## config.mk

```make
export PLATFORM = sky130hd
export DESIGN_NAME = piecewise_linear_color_map_unit
export DESIGN_NICKNAME = d
export VERILOG_FILES = /design/src/design/plwcm_pkg.sv /design/src/design/piecewise_linear_color_map_unit.sv /design/src/design/plwcm_div.sv
export SDC_FILE = /design/constraint.sdc
export NUM_CORES = 2
export LEC_CHECK = 0
export BUFFER_PORTS_ARGS = -buffer_cell sky130_fd_sc_hd__buf_2
export CAP_MARGIN = 20
export CORE_MARGIN = 2
export CORE_UTILIZATION = 59
export CTS_BUF_LIST = sky130_fd_sc_hd__clkbuf_4
export DETAILED_ROUTE_END_ITERATION = 10
export MAX_ROUTING_LAYER = met4
export PLACE_DENSITY = 0.85
export SYNTH_ARGS = -nofsm -noshare
export SYNTH_HDL_FRONTEND = slang
export SYNTH_SLANG_ARGS = --single-unit
export TNS_END_PERCENT = 10
```

## constraint.sdc

```tcl
create_clock -name clk -period 13.5 [get_ports clk]
set_input_delay 1.35 -clock clk [delete_from_list [all_inputs] [get_ports clk]]
set_output_delay 1.35 -clock clk [all_outputs]
set_load 0.01 [all_outputs]
```

## src/design/plwcm_pkg.sv

```systemverilog
`default_nettype none

package plwcm_pkg;

  localparam int POS_W   = 16;
  localparam int COLOR_W = 32;
  localparam int CH_W    = 8;
  // 2*num + d of the blend, and the doubled segment length
  localparam int NUM_W   = 25;
  localparam int DEN_W   = 17;
  localparam int QUO_W   = 8;

  localparam logic [POS_W-1:0] FULL_SCALE = 16'hFFFF;

  typedef enum logic [1:0] {
    FUNC_CLEAR    = 2'd0,
    FUNC_APPEND   = 2'd1,
    FUNC_CLASSIFY = 2'd2,
    FUNC_NONE     = 2'd3
  } func_t;

  typedef enum logic [1:0] {
    STATUS_OK    = 2'd0,
    STATUS_FULL  = 2'd1,
    STATUS_ORDER = 2'd2
  } status_t;

  typedef enum logic [2:0] {
    ST_IDLE,
    ST_READ,
    ST_CMP,
    ST_MUL,
    ST_DIV,
    ST_DONE
  } state_t;

endpackage

`default_nettype wire

```

## src/design/piecewise_linear_color_map_unit.sv

```systemverilog
`default_nettype none

// Piecewise-linear RGBA colour map.
// Input stream s_*: s_tuser carries the command (clear list, append point,
// classify sample); s_tdata carries the point position and colour and the
// sample. Output stream m_*: one transfer per input transfer, colour in
// m_tdata and append status in m_tuser.
// Clear, append and unused commands go from idle to the done state and back. A
// classify walks the stored points through the point memory, a read state and
// a compare state per point read (the memory read is registered ahead of the
// compare), then runs each of the four channels through one shared restoring
// divider: a multiply state that starts it, then a divide state that waits for
// its quotient. Each point below the sample is read, and the one that ends the
// search; a zero-length segment skips the divider.
// Only one item is in work at a time; s_tready is high in the idle state.
// The result sits in an output register, so a new item is taken while it
// waits; a finished item then holds until m_tready frees the register.
// Reset empties the point list; point memory contents are not cleared.
module piecewise_linear_color_map_unit #(
  parameter int MAX_POINTS = 16
) (
  input  wire logic        clk,
  input  wire logic        rst,
  input  wire logic        s_tvalid,
  output logic             s_tready,
  // key_position[15:0], key_red[23:16], key_green[31:24], key_blue[39:32],
  // key_alpha[47:40], sample[55:48]
  input  wire logic [55:0] s_tdata,
  // func[1:0]
  input  wire logic [1:0]  s_tuser,
  output logic             m_tvalid,
  input  wire logic        m_tready,
  // red[7:0], green[15:8], blue[23:16], alpha[31:24]
  output logic [31:0]      m_tdata,
  // status[1:0]
  output logic [1:0]       m_tuser
);
  import plwcm_pkg::*;

  localparam int CNT_W  = $clog2(MAX_POINTS + 1);
  localparam int ADDR_W = (MAX_POINTS > 1) ? $clog2(MAX_POINTS) : 1;
  localparam int ENT_W  = COLOR_W + POS_W;

  state_t state, state_next;

  logic [ENT_W-1:0] mem [MAX_POINTS];
  logic [ENT_W-1:0] rd_data;
  logic             wr_en;

  logic [CNT_W-1:0]   cnt, cnt_next;
  logic [CNT_W-1:0]   n, n_next;
  logic [POS_W-1:0]   last_pos, last_pos_next;
  logic [POS_W-1:0]   sample_pos, sample_pos_next;
  logic [POS_W-1:0]   p0, p0_next, p1, p1_next;
  logic [COLOR_W-1:0] c0, c0_next, c1, c1_next;
  logic [1:0]         ch, ch_next;
  logic [COLOR_W-1:0] res_color, res_color_next;
  logic [1:0]         res_status, res_status_next;
  logic               out_load;

  func_t            func;
  logic [POS_W-1:0] in_pos;
  logic [POS_W-1:0] rd_pos;

  logic [POS_W-1:0] seg_len, seg_off, seg_off_c;
  logic [CH_W-1:0]  ch_a, ch_b;
  logic [NUM_W-2:0] blend_sum;
  logic [NUM_W-1:0] div_num;
  logic [DEN_W-1:0] div_den;
  logic             div_start, div_done;
  logic [QUO_W-1:0] div_quo;

  assign func   = func_t'(s_tuser);
  assign in_pos = s_tdata[15:0];
  assign rd_pos = rd_data[POS_W-1:0];

  // blend numerator for the current channel
  always_comb begin
    seg_len   = p1 - p0;
    seg_off   = sample_pos - p0;
    seg_off_c = (seg_off > seg_len) ? seg_len : seg_off;
    ch_a      = c0[{ch, 3'b000} +: CH_W];
    ch_b      = c1[{ch, 3'b000} +: CH_W];
    blend_sum = (NUM_W-1)'(ch_a) * (NUM_W-1)'(seg_len - seg_off_c)
              + (NUM_W-1)'(ch_b) * (NUM_W-1)'(seg_off_c);
    div_num   = {blend_sum, 1'b0} + NUM_W'(seg_len);
    div_den   = {seg_len, 1'b0};
  end

  plwcm_div u_div (
    .clk   (clk),
    .rst   (rst),
    .start (div_start),
    .num   (div_num),
    .den   (div_den),
    .done  (div_done),
    .quo   (div_quo)
  );

  always_ff @(posedge clk) begin
    if (wr_en) begin
      mem[cnt[ADDR_W-1:0]] <= {s_tdata[47:16], in_pos};
    end
    rd_data <= mem[n[ADDR_W-1:0]];
  end

  always_ff @(posedge clk) begin
    if (rst) begin
      state <= ST_IDLE;
      cnt   <= '0;
    end else begin
      state <= state_next;
      cnt   <= cnt_next;
    end
  end

  always_ff @(posedge clk) begin
    n          <= n_next;
    last_pos   <= last_pos_next;
    sample_pos <= sample_pos_next;
    p0         <= p0_next;
    p1         <= p1_next;
    c0         <= c0_next;
    c1         <= c1_next;
    ch         <= ch_next;
    res_color  <= res_color_next;
    res_status <= res_status_next;
  end

  always_ff @(posedge clk) begin
    if (rst) begin
      m_tvalid <= 1'b0;
    end else if (out_load) begin
      m_tvalid <= 1'b1;
    end else if (m_tready) begin
      m_tvalid <= 1'b0;
    end
  end

  always_ff @(posedge clk) begin
    if (out_load) begin
      m_tdata <= res_color;
      m_tuser <= res_status;
    end
  end

  always_comb begin
    state_next      = state;
    cnt_next        = cnt;
    n_next          = n;
    last_pos_next   = last_pos;
    sample_pos_next = sample_pos;
    p0_next         = p0;
    p1_next         = p1;
    c0_next         = c0;
    c1_next         = c1;
    ch_next         = ch;
    res_color_next  = res_color;
    res_status_next = res_status;
    wr_en           = 1'b0;
    div_start       = 1'b0;
    out_load        = 1'b0;
    s_tready        = 1'b0;

    unique case (state)
      ST_IDLE: begin
        s_tready = 1'b1;
        if (s_tvalid) begin
          res_color_next  = '0;
          res_status_next = STATUS_OK;
          state_next      = ST_DONE;
          unique case (func)
            FUNC_CLEAR: begin
              cnt_next = '0;
            end
            FUNC_APPEND: begin
              if (cnt >= CNT_W'(MAX_POINTS)) begin
                res_status_next = STATUS_FULL;
              end else if (cnt != '0 && in_pos < last_pos) begin
                res_status_next = STATUS_ORDER;
              end else begin
                wr_en         = 1'b1;
                cnt_next      = cnt + 1'b1;
                last_pos_next = in_pos;
              end
            end
            FUNC_CLASSIFY: begin
              sample_pos_next = {s_tdata[55:48], s_tdata[55:48]};
              p0_next         = '0;
              c0_next         = '0;
              n_next          = '0;
              ch_next         = '0;
              if (cnt == '0) begin
                p1_next    = FULL_SCALE;
                c1_next    = '0;
                state_next = ST_MUL;
              end else begin
                state_next = ST_READ;
              end
            end
            default: begin
            end
          endcase
        end
      end
      ST_READ: begin
        state_next = ST_CMP;
      end
      ST_CMP: begin
        if (sample_pos > rd_pos) begin
          p0_next = rd_pos;
          c0_next = rd_data[ENT_W-1:POS_W];
          n_next  = n + 1'b1;
          if (n + 1'b1 < cnt) begin
            state_next = ST_READ;
          end else begin
            p1_next    = FULL_SCALE;
            c1_next    = '0;
            state_next = ST_MUL;
          end
        end else begin
          p1_next    = rd_pos;
          c1_next    = rd_data[ENT_W-1:POS_W];
          state_next = ST_MUL;
        end
      end
      ST_MUL: begin
        // zero-length segment keeps the earlier colour
        if (p1 <= p0) begin
          res_color_next = c0;
          state_next     = ST_DONE;
        end else begin
          div_start  = 1'b1;
          state_next = ST_DIV;
        end
      end
      ST_DIV: begin
        if (div_done) begin
          res_color_next[{ch, 3'b000} +: CH_W] = div_quo;
          if (ch == 2'd3) begin
            state_next = ST_DONE;
          end else begin
            ch_next    = ch + 1'b1;
            state_next = ST_MUL;
          end
        end
      end
      ST_DONE: begin
        if (!m_tvalid || m_tready) begin
          out_load   = 1'b1;
          state_next = ST_IDLE;
        end
      end
      default: begin
        state_next = ST_IDLE;
      end
    endcase
  end

endmodule

`default_nettype wire

```

## src/design/plwcm_div.sv

```systemverilog
`default_nettype none

module plwcm_div (
  input  wire logic clk,
  input  wire logic rst,
  input  wire logic start,
  input  wire logic [plwcm_pkg::NUM_W-1:0] num,
  input  wire logic [plwcm_pkg::DEN_W-1:0] den,
  output logic done,
  output logic [plwcm_pkg::QUO_W-1:0] quo
);
  import plwcm_pkg::*;

  localparam int STEP_W = $clog2(QUO_W);

  logic              busy;
  logic [STEP_W-1:0] step;
  logic [NUM_W-1:0]  rem;
  logic [NUM_W-1:0]  dsh;

  // restoring division, one quotient bit a cycle, msb first
  always_ff @(posedge clk) begin
    if (rst) begin
      busy <= 1'b0;
      done <= 1'b0;
      step <= '0;
    end else begin
      done <= 1'b0;
      if (start) begin
        busy <= 1'b1;
        step <= '0;
      end else if (busy) begin
        step <= step + 1'b1;
        if (step == STEP_W'(QUO_W - 1)) begin
          busy <= 1'b0;
          done <= 1'b1;
        end
      end
    end
  end

  always_ff @(posedge clk) begin
    if (start) begin
      rem <= num;
      dsh <= NUM_W'({den, {(QUO_W-1){1'b0}}});
      quo <= '0;
    end else if (busy) begin
      if (rem >= dsh) begin
        rem <= rem - dsh;
        quo <= {quo[QUO_W-2:0], 1'b1};
      end else begin
        quo <= {quo[QUO_W-2:0], 1'b0};
      end
      dsh <= dsh >> 1;
    end
  end

endmodule

`default_nettype wire

```

==> flow_summary_export.csv <==
group,metric,value,unit
run_status,outcome,"finished clean",
logic_synthesis,syn-num-nets,4320,
global_routing,grt_pass1_wl,212.1,mm
global_routing,antenna_found_initial,13,
logic_synthesis,synthTopCellsByArea,"edfxtp_1 54%, mux4_2 9.9%, fa_1 8.4%, ha_1 4.9%, inv_1 3.0%",
logic_synthesis,postSynthCellCount,3806,
final_layout,drive_gt1_share,22.17,%
sta,tightest_slew,1.116,ns
detailed_routing,met3WireLength,13.58,mm
detailed_routing,drc,0,
logic_synthesis,syn-cell-area,0.05551,mm^2
detailed_routing,via_per_inst,6.083,
critical_path,max_stage_delay,0.56,ns
final_layout,instances_no_fill,5601,
critical_path,cp.arrival,13.69,ns
logic_synthesis,ys.flop_type,"edfxtp_1",
critical_path,slowest_stage,"fa_1",
floorplan,dieArea,0.09656,mm^2
sta,period_minus_slack,12.83,ns
global_routing,grt_pass1_vias,35060,
detailed_routing,drt_iter0_markers,4001,
critical_path,crit_type,"register to register",
logic_synthesis,async_flop_share,0,%
detailed_routing,avgRoutedWirePerCell,25.41,um
detailed_routing,route.layer.met1.wl,50.13,mm
final_layout,layout.nets,4663,
critical_path,crit_path_end_kind,"register",
logic_synthesis,yosysSeqAreaShare,57.12,%
logic_synthesis,synth_edf_count,1004,
critical_path,crit_path_start_kind,"register",
final_layout,layout_commonest_cell,"edfxtp_1",
sta,hold_viol,0,
logic_synthesis,yosysWarningCount,0,
sta,finClkSkew,0.1110,ns
placed_design,dp_cells,5093,
clock_network,cts_tree,"done",
floorplan,die_w,310.7,um
floorplan,io_pins,98,
sta,holdWs,0.4202,ns
detailed_routing,num_vias,34070,
final_layout,final_cell_mix,"1004 x edfxtp_1, 442 x inv_1, 409 x clkbuf_4",
floorplan,die_h,310.7,um
critical_path,cp_max_fo,8,
placed_design,portBuffers,97,
logic_synthesis,synth_cell_types,94,
floorplan,num_rows,112,
sta,finalCritPeriodShare,95.06,%
final_layout,utilization,65.92,%
clock_network,root_buffer,"clkbuf_4",
global_routing,overflow,0,
detailed_routing,top_layer,"met4",
critical_path,path_common_cell,"fa_1",
logic_synthesis,yosysTopAreaCell,"edfxtp_1",
sta,setup_viol,0,
min_path,hp-class,"register to register",
detailed_routing,ant_nets,0,
detailed_routing,wl,142.3,mm
placed_design,place_congestion,0.9434,
critical_path,required,14.35,ns
logic_synthesis,avgSynthCellArea,14.59,um^2
clock_network,clockBufferDepth,4,
final_layout,area_growth,10.83,%
global_routing,track_usage,30.58,%
floorplan,initial_core_util,59.48,%
detailed_routing,firstDrtPassIters,6,
floorplan,coreArea,0.09333,mm^2
sta,slew_viol_final,0,
detailed_routing,dr_wl_met2,71.25,mm
logic_synthesis,synth-seq-cells,1082,
placed_design,hpwl,91.83,mm
sta,max-slew-margin-rel,25.62,%
clock_network,cts_buffers,287,
sta,max_freq,77.93,MHz
clock_network,ctsHtreeMaxLevel,5,
job,maxCapViolCount,0,
clock_network,clk_latency,1.15,ns
logic_synthesis,yosys.area.top_type_share,54.31,%
clock_network,cts.sinks,1082,
global_routing,grt_max_degree,163,
clock_network,clkTransAtPathRegs,0.07,ns
==> worst max-delay path: cells and delay by family (launching register included) <==
family          cells  cell delay (ns)
simple gates       11             1.77
fa+ha+maj          12             4.72
buf+inv             6             0.39
compound gates     20             4.09
mux                 3             0.59
flops               1             0.40
xor+xnor            3             0.62
==> cells in the mapped netlist (14+ instances only) <==
| cell | number |
|---|---|
| a21o_1 | 43 |
| a21oi_1 | 130 |
| and2_1 | 86 |
| and3_1 | 17 |
| buf_1 | 21 |
| clkbuf_1 | 103 |
| dfxtp_1 | 78 |
| edfxtp_1 | 1004 |
| fa_1 | 233 |
| ha_1 | 219 |
| inv_1 | 442 |
| mux2i_1 | 38 |
| mux4_2 | 245 |
| nand2_1 | 158 |
| nand2b_1 | 68 |
| nand3_1 | 55 |
| nor2_1 | 273 |
| nor2b_1 | 60 |
| nor3_1 | 30 |
| o21a_1 | 30 |
| o21ai_0 | 113 |
| o21ai_1 | 14 |
| or2_2 | 19 |
| xnor2_1 | 79 |
| xor2_1 | 39 |
==> layer usage <==
metal	vias to the layer above	global-route usage (%)
met3	385	6.565
met1	16980	35.73
li1	14690	-
met5	-	-
met4	0	16.33
met2	2017	49.93
==> worst paths after layout <==
kind | depth (start not counted) | from | slack [ns] | endpoint
worst min-delay path | 0 | res_status[0] | 0.42 | m_tuser[0]
worst max register to register | 55 | p0[0] | 0.67 | u_div.rem[24]
worst min register to register | 0 | res_status[0] | 0.42 | m_tuser[0]
worst max-delay path | 55 | p0[0] | 0.67 | u_div.rem[24]
==> logic make-up (layout without fill, tap and decap cells) <==
group           count (synthesis)  count (layout)  share of synthesized area (%)
simple gates                  826             826                          7.305
buf+inv                       570            1098                          3.897
mux                           301             301                          11.08
flops                        1082            1082                          57.12
fa+ha+maj                     454             454                          13.37
xor+xnor                      118             118                          1.862
other cells                     0              13                              0
compound gates                455             455                          5.355
==> stage by stage <==
stage          setup WS, ns  cell area, um^2   TNS (ns)
2_1_floorplan        0.8955            55510          0
3_3_place_gp         0.3600            57680          0
3_5_place_dp      -0.001454            57680  -0.001454
4_1_cts             0.05629            61170          0
5_1_grt             -0.1354            61530    -0.1354
6_report             0.6675            61530          0
==> flip-flops by register name (all words and copies together) (netlist names), 3 cells and up <==
signal / count
mem: 768
n: 5
c0: 32
c1: 32
state: 3
p0: 16
u_div.rem: 25
u_div.quo: 8
last_pos: 16
p1: 16
sample_pos: 8
rd_data: 48
m_tdata: 32
cnt: 5
res_color: 32
u_div.dsh: 24
u_div.step: 3
==> what timing repair did <==
| action | 4_1_cts | 5_1_grt |
|---|---|---|
| endpoints found under the setup margin | 1 | 12 |
| buffers inserted | 0 | 19 |
| hold buffers | 0 | 0 |
| gates resized for setup | 1 | 29 |
| pin swaps | 0 | 10 |
==> cell type report <==
class / instances / area (um^2)
fillers: 6255 / 31800
diodes: 13 / 32.53
well taps: 1254 / 1569
repair buffers: 182 / 1154
clock buffers: 409 / 3070
inverters: 442 / 1659
multi-input cells: 2154 / 21920
flip-flops and latches: 1082 / 31710
clock inverters: 65 / 410.4
Power is left out: the tool's default activity adds up to more than one toggle a clock period on the data nets, which glitch-free logic cannot reach.
